## config.mk

```make
export PLATFORM = sky130hd
export DESIGN_NAME = bemf_rotation_direction_voter
export DESIGN_NICKNAME = d
export VERILOG_FILES = /design/src/rtl/brdv_pkg.sv /design/src/rtl/bemf_rotation_direction_voter.sv
export SDC_FILE = /design/constraint.sdc
export NUM_CORES = 1
export LEC_CHECK = 0
export BUFFER_PORTS_ARGS = -buffer_cell sky130_fd_sc_hd__buf_4
export CAP_MARGIN = 20
export CELL_PAD_IN_SITES_DETAIL_PLACEMENT = 1
export CELL_PAD_IN_SITES_GLOBAL_PLACEMENT = 1
export CORE_MARGIN = 10
export CORE_UTILIZATION = 30
export CTS_CLUSTER_DIAMETER = 100
export DETAILED_ROUTE_END_ITERATION = 10
export PLACE_DENSITY = 0.63
export SYNTH_ARGS = -nofsm -noshare
export SYNTH_HDL_FRONTEND = slang
export SYNTH_SLANG_ARGS = --single-unit
```

## constraint.sdc

```tcl
create_clock -name clk -period 11.4 [get_ports clk]
set_clock_uncertainty 0.05 [all_clocks]
set_input_delay 2.28 -clock clk [delete_from_list [all_inputs] [get_ports clk]]
set_output_delay 2.28 -clock clk [all_outputs]
set_load 0.05 [all_outputs]
```

## src/rtl/brdv_pkg.sv

```systemverilog
`timescale 1ns / 1ps
// ----------------------------------------------------------------------------
// brdv_pkg
// shared types and constants of the back-emf rotation direction voter
// ----------------------------------------------------------------------------
package brdv_pkg;

  localparam int ADC_WIDTH_DEF  = 12;
  localparam int TIME_WIDTH_DEF = 48;

  localparam int NUM_STEPS    = 6;
  localparam int STEP_CODE_W  = 6;
  localparam int STEP_IDX_W   = 3;

  localparam int THRESH_W     = 9;
  localparam int LIMIT_W      = 8;
  localparam int TIMEOUT_W    = 20;
  localparam int TABLE_W      = NUM_STEPS * STEP_CODE_W;
  localparam int CFG_DATA_W   = TABLE_W;
  localparam int CFG_INDEX_W  = 2;
  localparam int VOTE_W       = 9;

  localparam int OUT_FIELDS_W = 2 + 1 + STEP_IDX_W + VOTE_W;
  localparam int OUT_TDATA_W  = ((OUT_FIELDS_W + 7) / 8) * 8;

  localparam logic [THRESH_W-1:0]  THRESH_RST  = THRESH_W'(20);
  localparam logic [LIMIT_W-1:0]   LIMIT_RST   = LIMIT_W'(20);
  localparam logic [TIMEOUT_W-1:0] TIMEOUT_RST = TIMEOUT_W'(500000);

  localparam logic [1:0] PHASE_NONE = 2'd3;

  typedef enum logic [CFG_INDEX_W-1:0] {
    REG_THRESHOLD  = 2'd0,
    REG_VOTE_LIMIT = 2'd1,
    REG_TIMEOUT    = 2'd2,
    REG_STEP_TABLE = 2'd3
  } reg_index_t;

  typedef enum logic [1:0] {
    DIR_NONE = 2'd0,
    DIR_FWD  = 2'd1,
    DIR_REV  = 2'd2
  } dir_t;

  localparam logic [STEP_IDX_W-1:0] LAST_STEP_IDX = STEP_IDX_W'(NUM_STEPS - 1);

endpackage

```

## src/rtl/bemf_rotation_direction_voter.sv

```systemverilog
`timescale 1ns / 1ps
// ----------------------------------------------------------------------------
// bemf_rotation_direction_voter
// votes on the rotation direction of an unpowered motor from back-emf samples
// ----------------------------------------------------------------------------
// Input channel s_*: one item is one three-phase ADC sample with its
// timestamp. Output channel m_*: one item per input item, carrying the
// direction decision, the matched step and the signed vote count.
// The configuration port writes threshold, vote limit, timeout and the
// packed step table; write it only while no item is in flight.
// The sample sits in the input register, then the six step compares, the
// timeout test and the saturating vote update run in one pass into the
// output register.
// Throughput is one item per cycle while the receiver accepts each result, set
// by that single pass and the vote state register it updates.
// Reset clears the vote state, the stage valids and loads the register
// defaults. When the receiver stalls, the result holds in the output
// register, one more sample can sit in the input register, and s_tready
// drops only when both are full.
// ----------------------------------------------------------------------------
module bemf_rotation_direction_voter #(
  parameter int  ADC_WIDTH  = brdv_pkg::ADC_WIDTH_DEF,
  parameter int  TIME_WIDTH = brdv_pkg::TIME_WIDTH_DEF,
  localparam int IN_TDATA_W = ((3 * ADC_WIDTH + TIME_WIDTH + 7) / 8) * 8
) (
  input  logic                             clk,
  input  logic                             rst,
  input  logic                             cfg_we,
  input  logic [brdv_pkg::CFG_INDEX_W-1:0] cfg_index,
  input  logic [brdv_pkg::CFG_DATA_W-1:0]  cfg_data,
  input  logic                             s_tvalid,
  output logic                             s_tready,
  // phase_a, phase_b, phase_c, sample_time
  input  logic [IN_TDATA_W-1:0]            s_tdata,
  output logic                             m_tvalid,
  input  logic                             m_tready,
  // direction[1:0], step_found, found_step[2:0], vote_count[8:0]
  output logic [brdv_pkg::OUT_TDATA_W-1:0] m_tdata
);

  localparam int SUM_W  = ((ADC_WIDTH > brdv_pkg::THRESH_W) ? ADC_WIDTH : brdv_pkg::THRESH_W)
                          + 1;
  localparam int WIDE_W = brdv_pkg::VOTE_W + 1;

  // configuration
  logic [brdv_pkg::THRESH_W-1:0]  emf_thresh;
  logic [brdv_pkg::LIMIT_W-1:0]   vote_limit;
  logic [brdv_pkg::TIMEOUT_W-1:0] step_timeout;
  logic [brdv_pkg::TABLE_W-1:0]   step_table;

  always_ff @(posedge clk) begin
    if (rst) begin
      emf_thresh     <= brdv_pkg::THRESH_RST;
      vote_limit     <= brdv_pkg::LIMIT_RST;
      step_timeout   <= brdv_pkg::TIMEOUT_RST;
      step_table     <= '0;
    end else if (cfg_we) begin
      unique case (brdv_pkg::reg_index_t'(cfg_index))
        brdv_pkg::REG_THRESHOLD:  emf_thresh     <= cfg_data[brdv_pkg::THRESH_W-1:0];
        brdv_pkg::REG_VOTE_LIMIT: vote_limit     <= cfg_data[brdv_pkg::LIMIT_W-1:0];
        brdv_pkg::REG_TIMEOUT:    step_timeout   <= cfg_data[brdv_pkg::TIMEOUT_W-1:0];
        brdv_pkg::REG_STEP_TABLE: step_table     <= cfg_data;
        default: ;
      endcase
    end
  end

  // handshake
  logic in_valid;
  logic advance;

  assign advance  = in_valid && (!m_tvalid || m_tready);
  assign s_tready = !in_valid || advance;

  // input register
  logic [ADC_WIDTH-1:0]  in_pa;
  logic [ADC_WIDTH-1:0]  in_pb;
  logic [ADC_WIDTH-1:0]  in_pc;
  logic [TIME_WIDTH-1:0] in_time;

  always_ff @(posedge clk) begin
    if (rst) begin
      in_valid <= 1'b0;
    end else if (s_tready) begin
      in_valid <= s_tvalid;
    end
  end

  always_ff @(posedge clk) begin
    if (s_tvalid && s_tready) begin
      in_pa   <= s_tdata[ADC_WIDTH-1:0];
      in_pb   <= s_tdata[2*ADC_WIDTH-1:ADC_WIDTH];
      in_pc   <= s_tdata[3*ADC_WIDTH-1:2*ADC_WIDTH];
      in_time <= s_tdata[3*ADC_WIDTH+TIME_WIDTH-1:3*ADC_WIDTH];
    end
  end

  // vote state
  logic signed [brdv_pkg::VOTE_W-1:0] votes;
  logic [brdv_pkg::STEP_IDX_W-1:0]    last_step;
  logic [TIME_WIDTH-1:0]              last_count_time;

  function automatic logic [SUM_W-1:0] pick(input logic [1:0] code,
                                            input logic [SUM_W-1:0] a,
                                            input logic [SUM_W-1:0] b,
                                            input logic [SUM_W-1:0] c);
    logic [SUM_W-1:0] r;
    unique case (code)
      2'd0:    r = a;
      2'd1:    r = b;
      2'd2:    r = c;
      default: r = '0;
    endcase
    return r;
  endfunction

  // step match
  logic [brdv_pkg::NUM_STEPS-1:0] match;
  logic                           found;
  logic [brdv_pkg::STEP_IDX_W-1:0] idx;

  always_comb begin
    logic [SUM_W-1:0] va;
    logic [SUM_W-1:0] vb;
    logic [SUM_W-1:0] vc;
    logic [SUM_W-1:0] th;
    logic [SUM_W-1:0] vp;
    logic [SUM_W-1:0] vn;
    logic [SUM_W-1:0] vf;
    logic [brdv_pkg::STEP_CODE_W-1:0] code;
    va = SUM_W'(in_pa);
    vb = SUM_W'(in_pb);
    vc = SUM_W'(in_pc);
    th = SUM_W'(emf_thresh);
    for (int i = 0; i < brdv_pkg::NUM_STEPS; i++) begin
      code = step_table[i*brdv_pkg::STEP_CODE_W +: brdv_pkg::STEP_CODE_W];
      vp = pick(code[1:0], va, vb, vc);
      vn = pick(code[3:2], va, vb, vc);
      vf = pick(code[5:4], va, vb, vc);
      match[i] = (code[1:0] != brdv_pkg::PHASE_NONE) && (code[3:2] != brdv_pkg::PHASE_NONE)
                 && (code[5:4] != brdv_pkg::PHASE_NONE)
                 && (vf >= vn + th) && (vp >= vf + th);
    end
  end

  always_comb begin
    found = 1'b0;
    idx   = '0;
    for (int i = brdv_pkg::NUM_STEPS - 1; i >= 0; i--) begin
      if (match[i]) begin
        found = 1'b1;
        idx   = brdv_pkg::STEP_IDX_W'(i);
      end
    end
  end

  // timeout and vote update
  logic [TIME_WIDTH-1:0]             gap;
  logic                              gap_expired;
  logic [brdv_pkg::STEP_IDX_W-1:0]   fwd_step;
  logic [brdv_pkg::STEP_IDX_W-1:0]   rev_step;
  logic                              is_fwd;
  logic                              is_rev;
  logic signed [WIDE_W-1:0]          lim;
  logic signed [WIDE_W-1:0]          base;
  logic signed [WIDE_W-1:0]          vote_wide;
  logic signed [brdv_pkg::VOTE_W-1:0] votes_next;
  logic [brdv_pkg::STEP_IDX_W-1:0]   last_step_next;
  logic [TIME_WIDTH-1:0]             last_count_time_next;
  brdv_pkg::dir_t                    dir;

  assign gap         = in_time - last_count_time;
  assign gap_expired = gap > TIME_WIDTH'(step_timeout);
  assign fwd_step    = (last_step == brdv_pkg::LAST_STEP_IDX) ? '0 : last_step + 1'b1;
  assign rev_step    = (last_step == '0) ? brdv_pkg::LAST_STEP_IDX : last_step - 1'b1;
  assign is_fwd      = found && (idx == fwd_step);
  assign is_rev      = found && (idx == rev_step);
  assign lim         = $signed({{(WIDE_W - brdv_pkg::LIMIT_W){1'b0}}, vote_limit});
  assign base        = gap_expired ? '0 : WIDE_W'(votes);

  always_comb begin
    vote_wide = base;
    if (is_fwd) begin
      vote_wide = base + WIDE_W'(1);
      if (vote_wide > lim) vote_wide = lim;
    end else if (is_rev) begin
      vote_wide = base - WIDE_W'(1);
      if (vote_wide < -lim) vote_wide = -lim;
    end
    votes_next           = vote_wide[brdv_pkg::VOTE_W-1:0];
    last_step_next       = found ? idx : last_step;
    last_count_time_next = (is_fwd || is_rev) ? in_time : last_count_time;
    priority if (vote_wide >= lim) begin
      dir = brdv_pkg::DIR_FWD;
    end else if (vote_wide <= -lim) begin
      dir = brdv_pkg::DIR_REV;
    end else begin
      dir = brdv_pkg::DIR_NONE;
    end
  end

  always_ff @(posedge clk) begin
    if (rst) begin
      votes           <= '0;
      last_step       <= '0;
      last_count_time <= '0;
    end else if (advance) begin
      votes           <= votes_next;
      last_step       <= last_step_next;
      last_count_time <= last_count_time_next;
    end
  end

  // output register
  logic [1:0]                          out_dir;
  logic                                out_found;
  logic [brdv_pkg::STEP_IDX_W-1:0]     out_step;
  logic signed [brdv_pkg::VOTE_W-1:0]  out_votes;

  always_ff @(posedge clk) begin
    if (rst) begin
      m_tvalid <= 1'b0;
    end else if (advance) begin
      m_tvalid <= 1'b1;
    end else if (m_tready) begin
      m_tvalid <= 1'b0;
    end
  end

  always_ff @(posedge clk) begin
    if (advance) begin
      out_dir   <= dir;
      out_found <= found;
      out_step  <= idx;
      out_votes <= votes_next;
    end
  end

  assign m_tdata = brdv_pkg::OUT_TDATA_W'({out_votes, out_step, out_found, out_dir});

  // checks
  a_step_zero_when_none: assert property (@(posedge clk) disable iff (rst)
    m_tvalid && !out_found |-> out_step == '0)
    else $error("found_step not zero without a match");

  a_last_step_range: assert property (@(posedge clk) disable iff (rst)
    last_step <= brdv_pkg::LAST_STEP_IDX)
    else $error("last_step out of range");

  a_fwd_means_limit: assert property (@(posedge clk) disable iff (rst)
    m_tvalid && out_dir == brdv_pkg::DIR_FWD |-> WIDE_W'(out_votes) >= lim)
    else $error("forward decision below vote limit");

  a_advance_loads_output: assert property (@(posedge clk) disable iff (rst)
    advance |=> m_tvalid)
    else $error("result lost after advance");

  a_ready_after_reset: assert property (@(posedge clk)
    rst |=> s_tready)
    else $error("not ready after reset");

endmodule
```

* Word level (Yosys, flattened, before mapping)
Index checks and enable logic that the tools add are counted.
** Operators by class
- $add $sub $neg :: 18
- Magnitude comparators :: 17
- Equal/unequal tests :: 60
- Multiplexer cells :: 40
- Reductions and logical operators :: 60
** Operators with widths (number)
- $pmux W12 S3 :: 18
- $add A13 B9 Y13 :: 12
- $ge A13 B13 Y1 :: 12
- $mux W10 :: 5
- $gt A48 B20 Y1 :: 1
- $sub A48 B48 Y48 :: 1
- $eq A2 B2 Y1 const B :: 20
- $eq A2 B1 Y1 const B :: 19
- $logic_not A2 Y1 :: 19
- $ne A2 B2 Y1 const B :: 18
- $logic_and A1 B1 Y1 :: 28
- $mux W3 :: 8
- $reduce_and A2 Y1 :: 6
- $add A10 B2 Y10 const B :: 1
- $ge A10 B9 Y1 :: 1
- $gt A10 B9 Y1 :: 1
- $le A10 B10 Y1 :: 1
- $lt A10 B10 Y1 :: 1
- $neg A8 Y10 :: 1
- $sub A10 B2 Y10 const B :: 1
- $mux W1 :: 8
- $eq A3 B3 Y1 :: 2
- $add A3 B1 Y3 const B :: 1
- $eq A3 B3 Y1 const B :: 1
- 6 further kinds :: 9
** Word-level totals
- Register bits after elaboration :: 234
- Input port bits :: 131
- Output and inout port bits :: 18
- Word-level logic and storage cells :: 212

* Logic depth before layout (Yosys ltp)
- Word-level depth :: 18
- Gate-level depth with buffers :: 54
- Depth with buffers taken out :: 53

* Worst setup path after synthesis
Ideal clock, no wire load.
- Kind :: register to register
- Start :: register in_time[4]
- End :: register out_dir[0] (data pin)
- Library setup time :: 255 ps
- Arrival :: 8882 ps
- Data required time :: 11095 ps
- Slack :: 2213 ps
- Stages on the path, launching flop included :: 54
- Clock period less this slack :: 9187 ps
- Cell sequence :: edfxtp_1 ha_1 buf_6 a21o_1 a31oi_1 a21oi_1 or4_1 and2_1 a21oi_1 xnor2_1 ha_1 nand2_1 nor2_1 a211oi_1 a22o_1 a31oi_1 nor4_1 nand4b_1 [... 18 more ...] clkbuf_1 nor2_1 a2111oi_0 o21ai_1 ha_1 nand2b_1 a21oi_1 nor2b_1 o21ai_0 nand2b_1 a21oi_1 nor2b_1 o21ai_0 nand2b_1 a21o_1 a311oi_1 a21oi_1 and2_1
** On the way
- Cells in the longest elaborated chain, start to end :: 9
- Elaborated cells between the ends (all ways) :: 12
- Classes of those cells :: 3 x add/sub; 4 x order compare; 5 x mux
** Ends and longest elaborated chain
- start, declared :: line bemf_rotation_direction_voter.sv:79 : logic [TIME_WIDTH-1:0] in_time;
- start signal, assigned :: line bemf_rotation_direction_voter.sv:94 : in_time <= s_tdata[3*ADC_WIDTH+TIME_WIDTH-1:3*ADC_WIDTH];
- $sub A48 B48 Y48 * :: line bemf_rotation_direction_voter.sv:172 : assign gap = in_time - last_count_time;
- $gt A48 B20 Y1 * :: line bemf_rotation_direction_voter.sv:173 : assign gap_expired = gap > TIME_WIDTH'(step_timeout);
- $mux W10 * :: line bemf_rotation_direction_voter.sv:179 : assign base = gap_expired ? '0 : WIDE_W'(votes);
- $sub A10 B2 Y10 :: line bemf_rotation_direction_voter.sv:187 : vote_wide = base - WIDE_W'(1);
- $lt A10 B10 Y1 :: line bemf_rotation_direction_voter.sv:188 : if (vote_wide < -lim) vote_wide = -lim;
- $mux W10 :: line bemf_rotation_direction_voter.sv:188
- $mux W10 :: line bemf_rotation_direction_voter.sv:186 : end else if (is_rev) begin
- $mux W10 * :: line bemf_rotation_direction_voter.sv:183 : if (is_fwd) begin
- $ge A10 B9 Y1 * :: line bemf_rotation_direction_voter.sv:193 : priority if (vote_wide >= lim) begin
- end signal, assigned :: line bemf_rotation_direction_voter.sv:232 : out_dir <= dir;
- end, declared :: line bemf_rotation_direction_voter.sv:215 : logic [1:0] out_dir;
Mark *: on every way between the ends. The rest lies on a longest branch, timed or not.
A chain may end at the register's enable or synchronous reset.

* Final worst setup path
Same ends and word-level chain as after synthesis.

==> run metrics <==
CP top delay family compound AO/OA/AOI/OAI gates; CP Capture Type flip-flop; Pwr Density 115 nW/um^2; crit-path max FO 19; Slowest cell on crit path or4_1; number of synthesized flops with an enable pin 99; crit path buf inv count 2; Area Growth Syn to Fin 12.8%; CTS sink count 234; area share of fa/ha/maj cells after synthesis 17.4%; Longest Clk Path Bufs 3; post-route minimum period 10500 ps; Hold Vio Cnt, Final 0; multi-input logic area 19900 sq um; Post-Synth Simple-Gate Area 18.2%; R2R Path Start in_time[4]$_DFFE_PP_; cell area after placement 29500 sq um; Synthesized Nets 4055; port bufs 143; Initial DRC Count 1697; Synth Cell Area 27200 sq um; DR vias/cell 5.50; CP max stage delay 650 ps; FF+latch area 5680 sq um; Post-DRT Antenna Nets 0; Max IR drop VDD 87.5 uV; Chip Height 321 microns; TritonCTS clock tree done; clock latency on the worst-skew pair 580 ps; Rel. slew slack 27.7%; Synth area leaders ha_1, edfxtp_1, dfxtp_1; Post-Route WL 104000 microns; die footprint 103000 sq um; Slew @ Worst Pin 1080 ps; Starting Density 30.2%; synthesis-stage register bit count 234; global route overflow 0; MaxCap Viol Count 0; fmax 95.3 MHz; hold crit path type flip-flop to flip-flop; Arrival @ worst endpoint 10780 ps; sequential area share after synthesis 20.9%; Unique masters post-synth 93; status finished clean; vias in the first global route 26.2k; Worst Path Required 11680 ps; Synth Area in XOR/XNOR 4.80%; antenna violations before repair 11; postcts setup bufs 0; gpl congestion 0.871; Die Span X 321 microns; gr usage total 19.5%; R2R depth 48; cell taking the most area after synthesis ha_1; Core ar. 90000 sq um; Primary FF master, synth dfxtp_1; Final Cycle Share 92.1%; syn avg cell area 7.65 sq um; final instance area 30700 sq um; critical path depth 48; total CTS buffers 35; crit path launch type flip-flop; clock root buffer clkbuf_16; share of the synthesized area in the top cell type 16.4%; Worst Min Path Start last_count_time[15]$_SDFFE_PP0P_; I/O Pins 149; Filler Cell Count 11.0k; CTS HTree Levels 2; Yosys warnings 0; Static Leak 11.9 nW; Final Setup Violations 0; final slew viol count 0; post-CTS sizing 0; largest net degree at the start of global routing 82; drt drc 0; Hold-fix buffers, CTS 0; post-synthesis mux area share 8.93%; largest family of logic cells by synthesized area compound AO/OA/AOI/OAI gates; final worst slack 902 ps; nets 4072; Worst Setup SP in_time[4]$_DFFE_PP_; clock-pin slew on the worst setup and hold paths 60 ps; worst hold slack 400 ps; number of detailed-route iterations in the first pass 5; post-synthesis compound-gate area fraction 23.9%; detailed placer's ending HPWL 79000 microns; Hold Crit Depth 2; first-pass GRT wire length 159000 microns; Place WS 653 ps; row count 110; Synth Instances 3554; layout cell share with drive strength beyond 1 9.15%; via count 26.3k; Post-synth ARST share 0%; WL/cell 21.8 microns; crit path kind flip-flop to flip-flop
[synthesized netlist by cell type (54+ instances only)]
master      n
a21o_1     84
a21oi_1   316
clkbuf_1  211
dfxtp_1   135
edfxtp_1   99
ha_1      357
inv_1     183
mux2i_1   239
nand2_1   558
nor2_1    190
o21ai_0   318
xnor2_1    95
xor2_1     54
[layout by cell type, fill, tap and decap left out, types with 99 or more instances in the layout]
cell type	n
nand2_1	557
ha_1	356
o21ai_0	317
a21oi_1	314
mux2i_1	239
buf_4	217
nor2_1	190
inv_1	183
dfxtp_1	135
edfxtp_1	99
[flip-flops by register name, indices dropped and copies added (netlist names)]
signal and count:
out_votes 9, vote_limit 8, emf_thresh 9, out_dir 2
out_found 1, in_valid 1, last_count_time 48, in_pb 12
step_timeout 20, step_table 36, in_pc 12, in_pa 12
last_step 3, m_tvalid 1, out_step 3, votes 9
in_time 48
[kinds of logic after synthesis]
logic type / count (synthesis)
fa+ha+maj: 370
other cells: 1
compound gates: 1049
xor+xnor: 149
mux: 242
buf+inv: 424
flops: 234
simple gates: 1085
[per-layer routing]
metal / wire [microns] / GRT usage [%]
met1: 50700 / 27.7
met2: 43000 / 29.2
met3: 7420 / 4.32
met4: 2690 / 5.43
met5: 86 / 0
[worst min-delay path, delay by kind of cell, from the launching register on]
family,cells,cell delay (ps)
DFF,1,300
and+or+nand+nor,1,50
AOI/OAI and AO/OA,1,50
[through the flow]
| stage | TNS, ps | instances | power, mW | utilization (%) |
|---|---|---|---|---|
| after floorplan | 0 | 3554 | 1.98 | - |
| after global placement | 0 | 4706 | 2.38 | 32.6 |
| after detailed placement | 0 | 4709 | 2.41 | 32.7 |
| after CTS | 0 | 4772 | 3.54 | 34.0 |
| after global routing | -14.9 | 4773 | 3.76 | 34.1 |
| final | 0 | 4776 | 3.51 | 34.1 |
[report_power, final]
group | internal, mW | leakage, nW | total (mW) | switching, mW
registers | 0.930 | 2.06 | 0.998 | 0.0681
logic | 0.561 | 9.27 | 1.42 | 0.855
clock network | 0.644 | 0.557 | 1.10 | 0.454
[final timing paths]
| kind | end | slack [ps] |
|---|---|---|
| worst max-delay path | out_dir[0]$_SDFFCE_PP1P_ | 900 |
| worst min-delay path | last_count_time[15]$_SDFFE_PP0P_ | 400 |
| worst max register to register | out_dir[0]$_SDFFCE_PP1P_ | 900 |
| worst min register to register | last_count_time[15]$_SDFFE_PP0P_ | 400 |
[area by class of cell]
type | count | area share [%]
sequential | 234 | 18.5
multi-input combinational | 2896 | 65.0
tap | 1176 | 4.80
antenna | 3 | 0.0245
timing repair buffer | 221 | 5.67
clock inverter | 21 | 0.804
inverter | 183 | 2.24
clock buffer | 42 | 2.94
(Power assumes the default switching activity.)
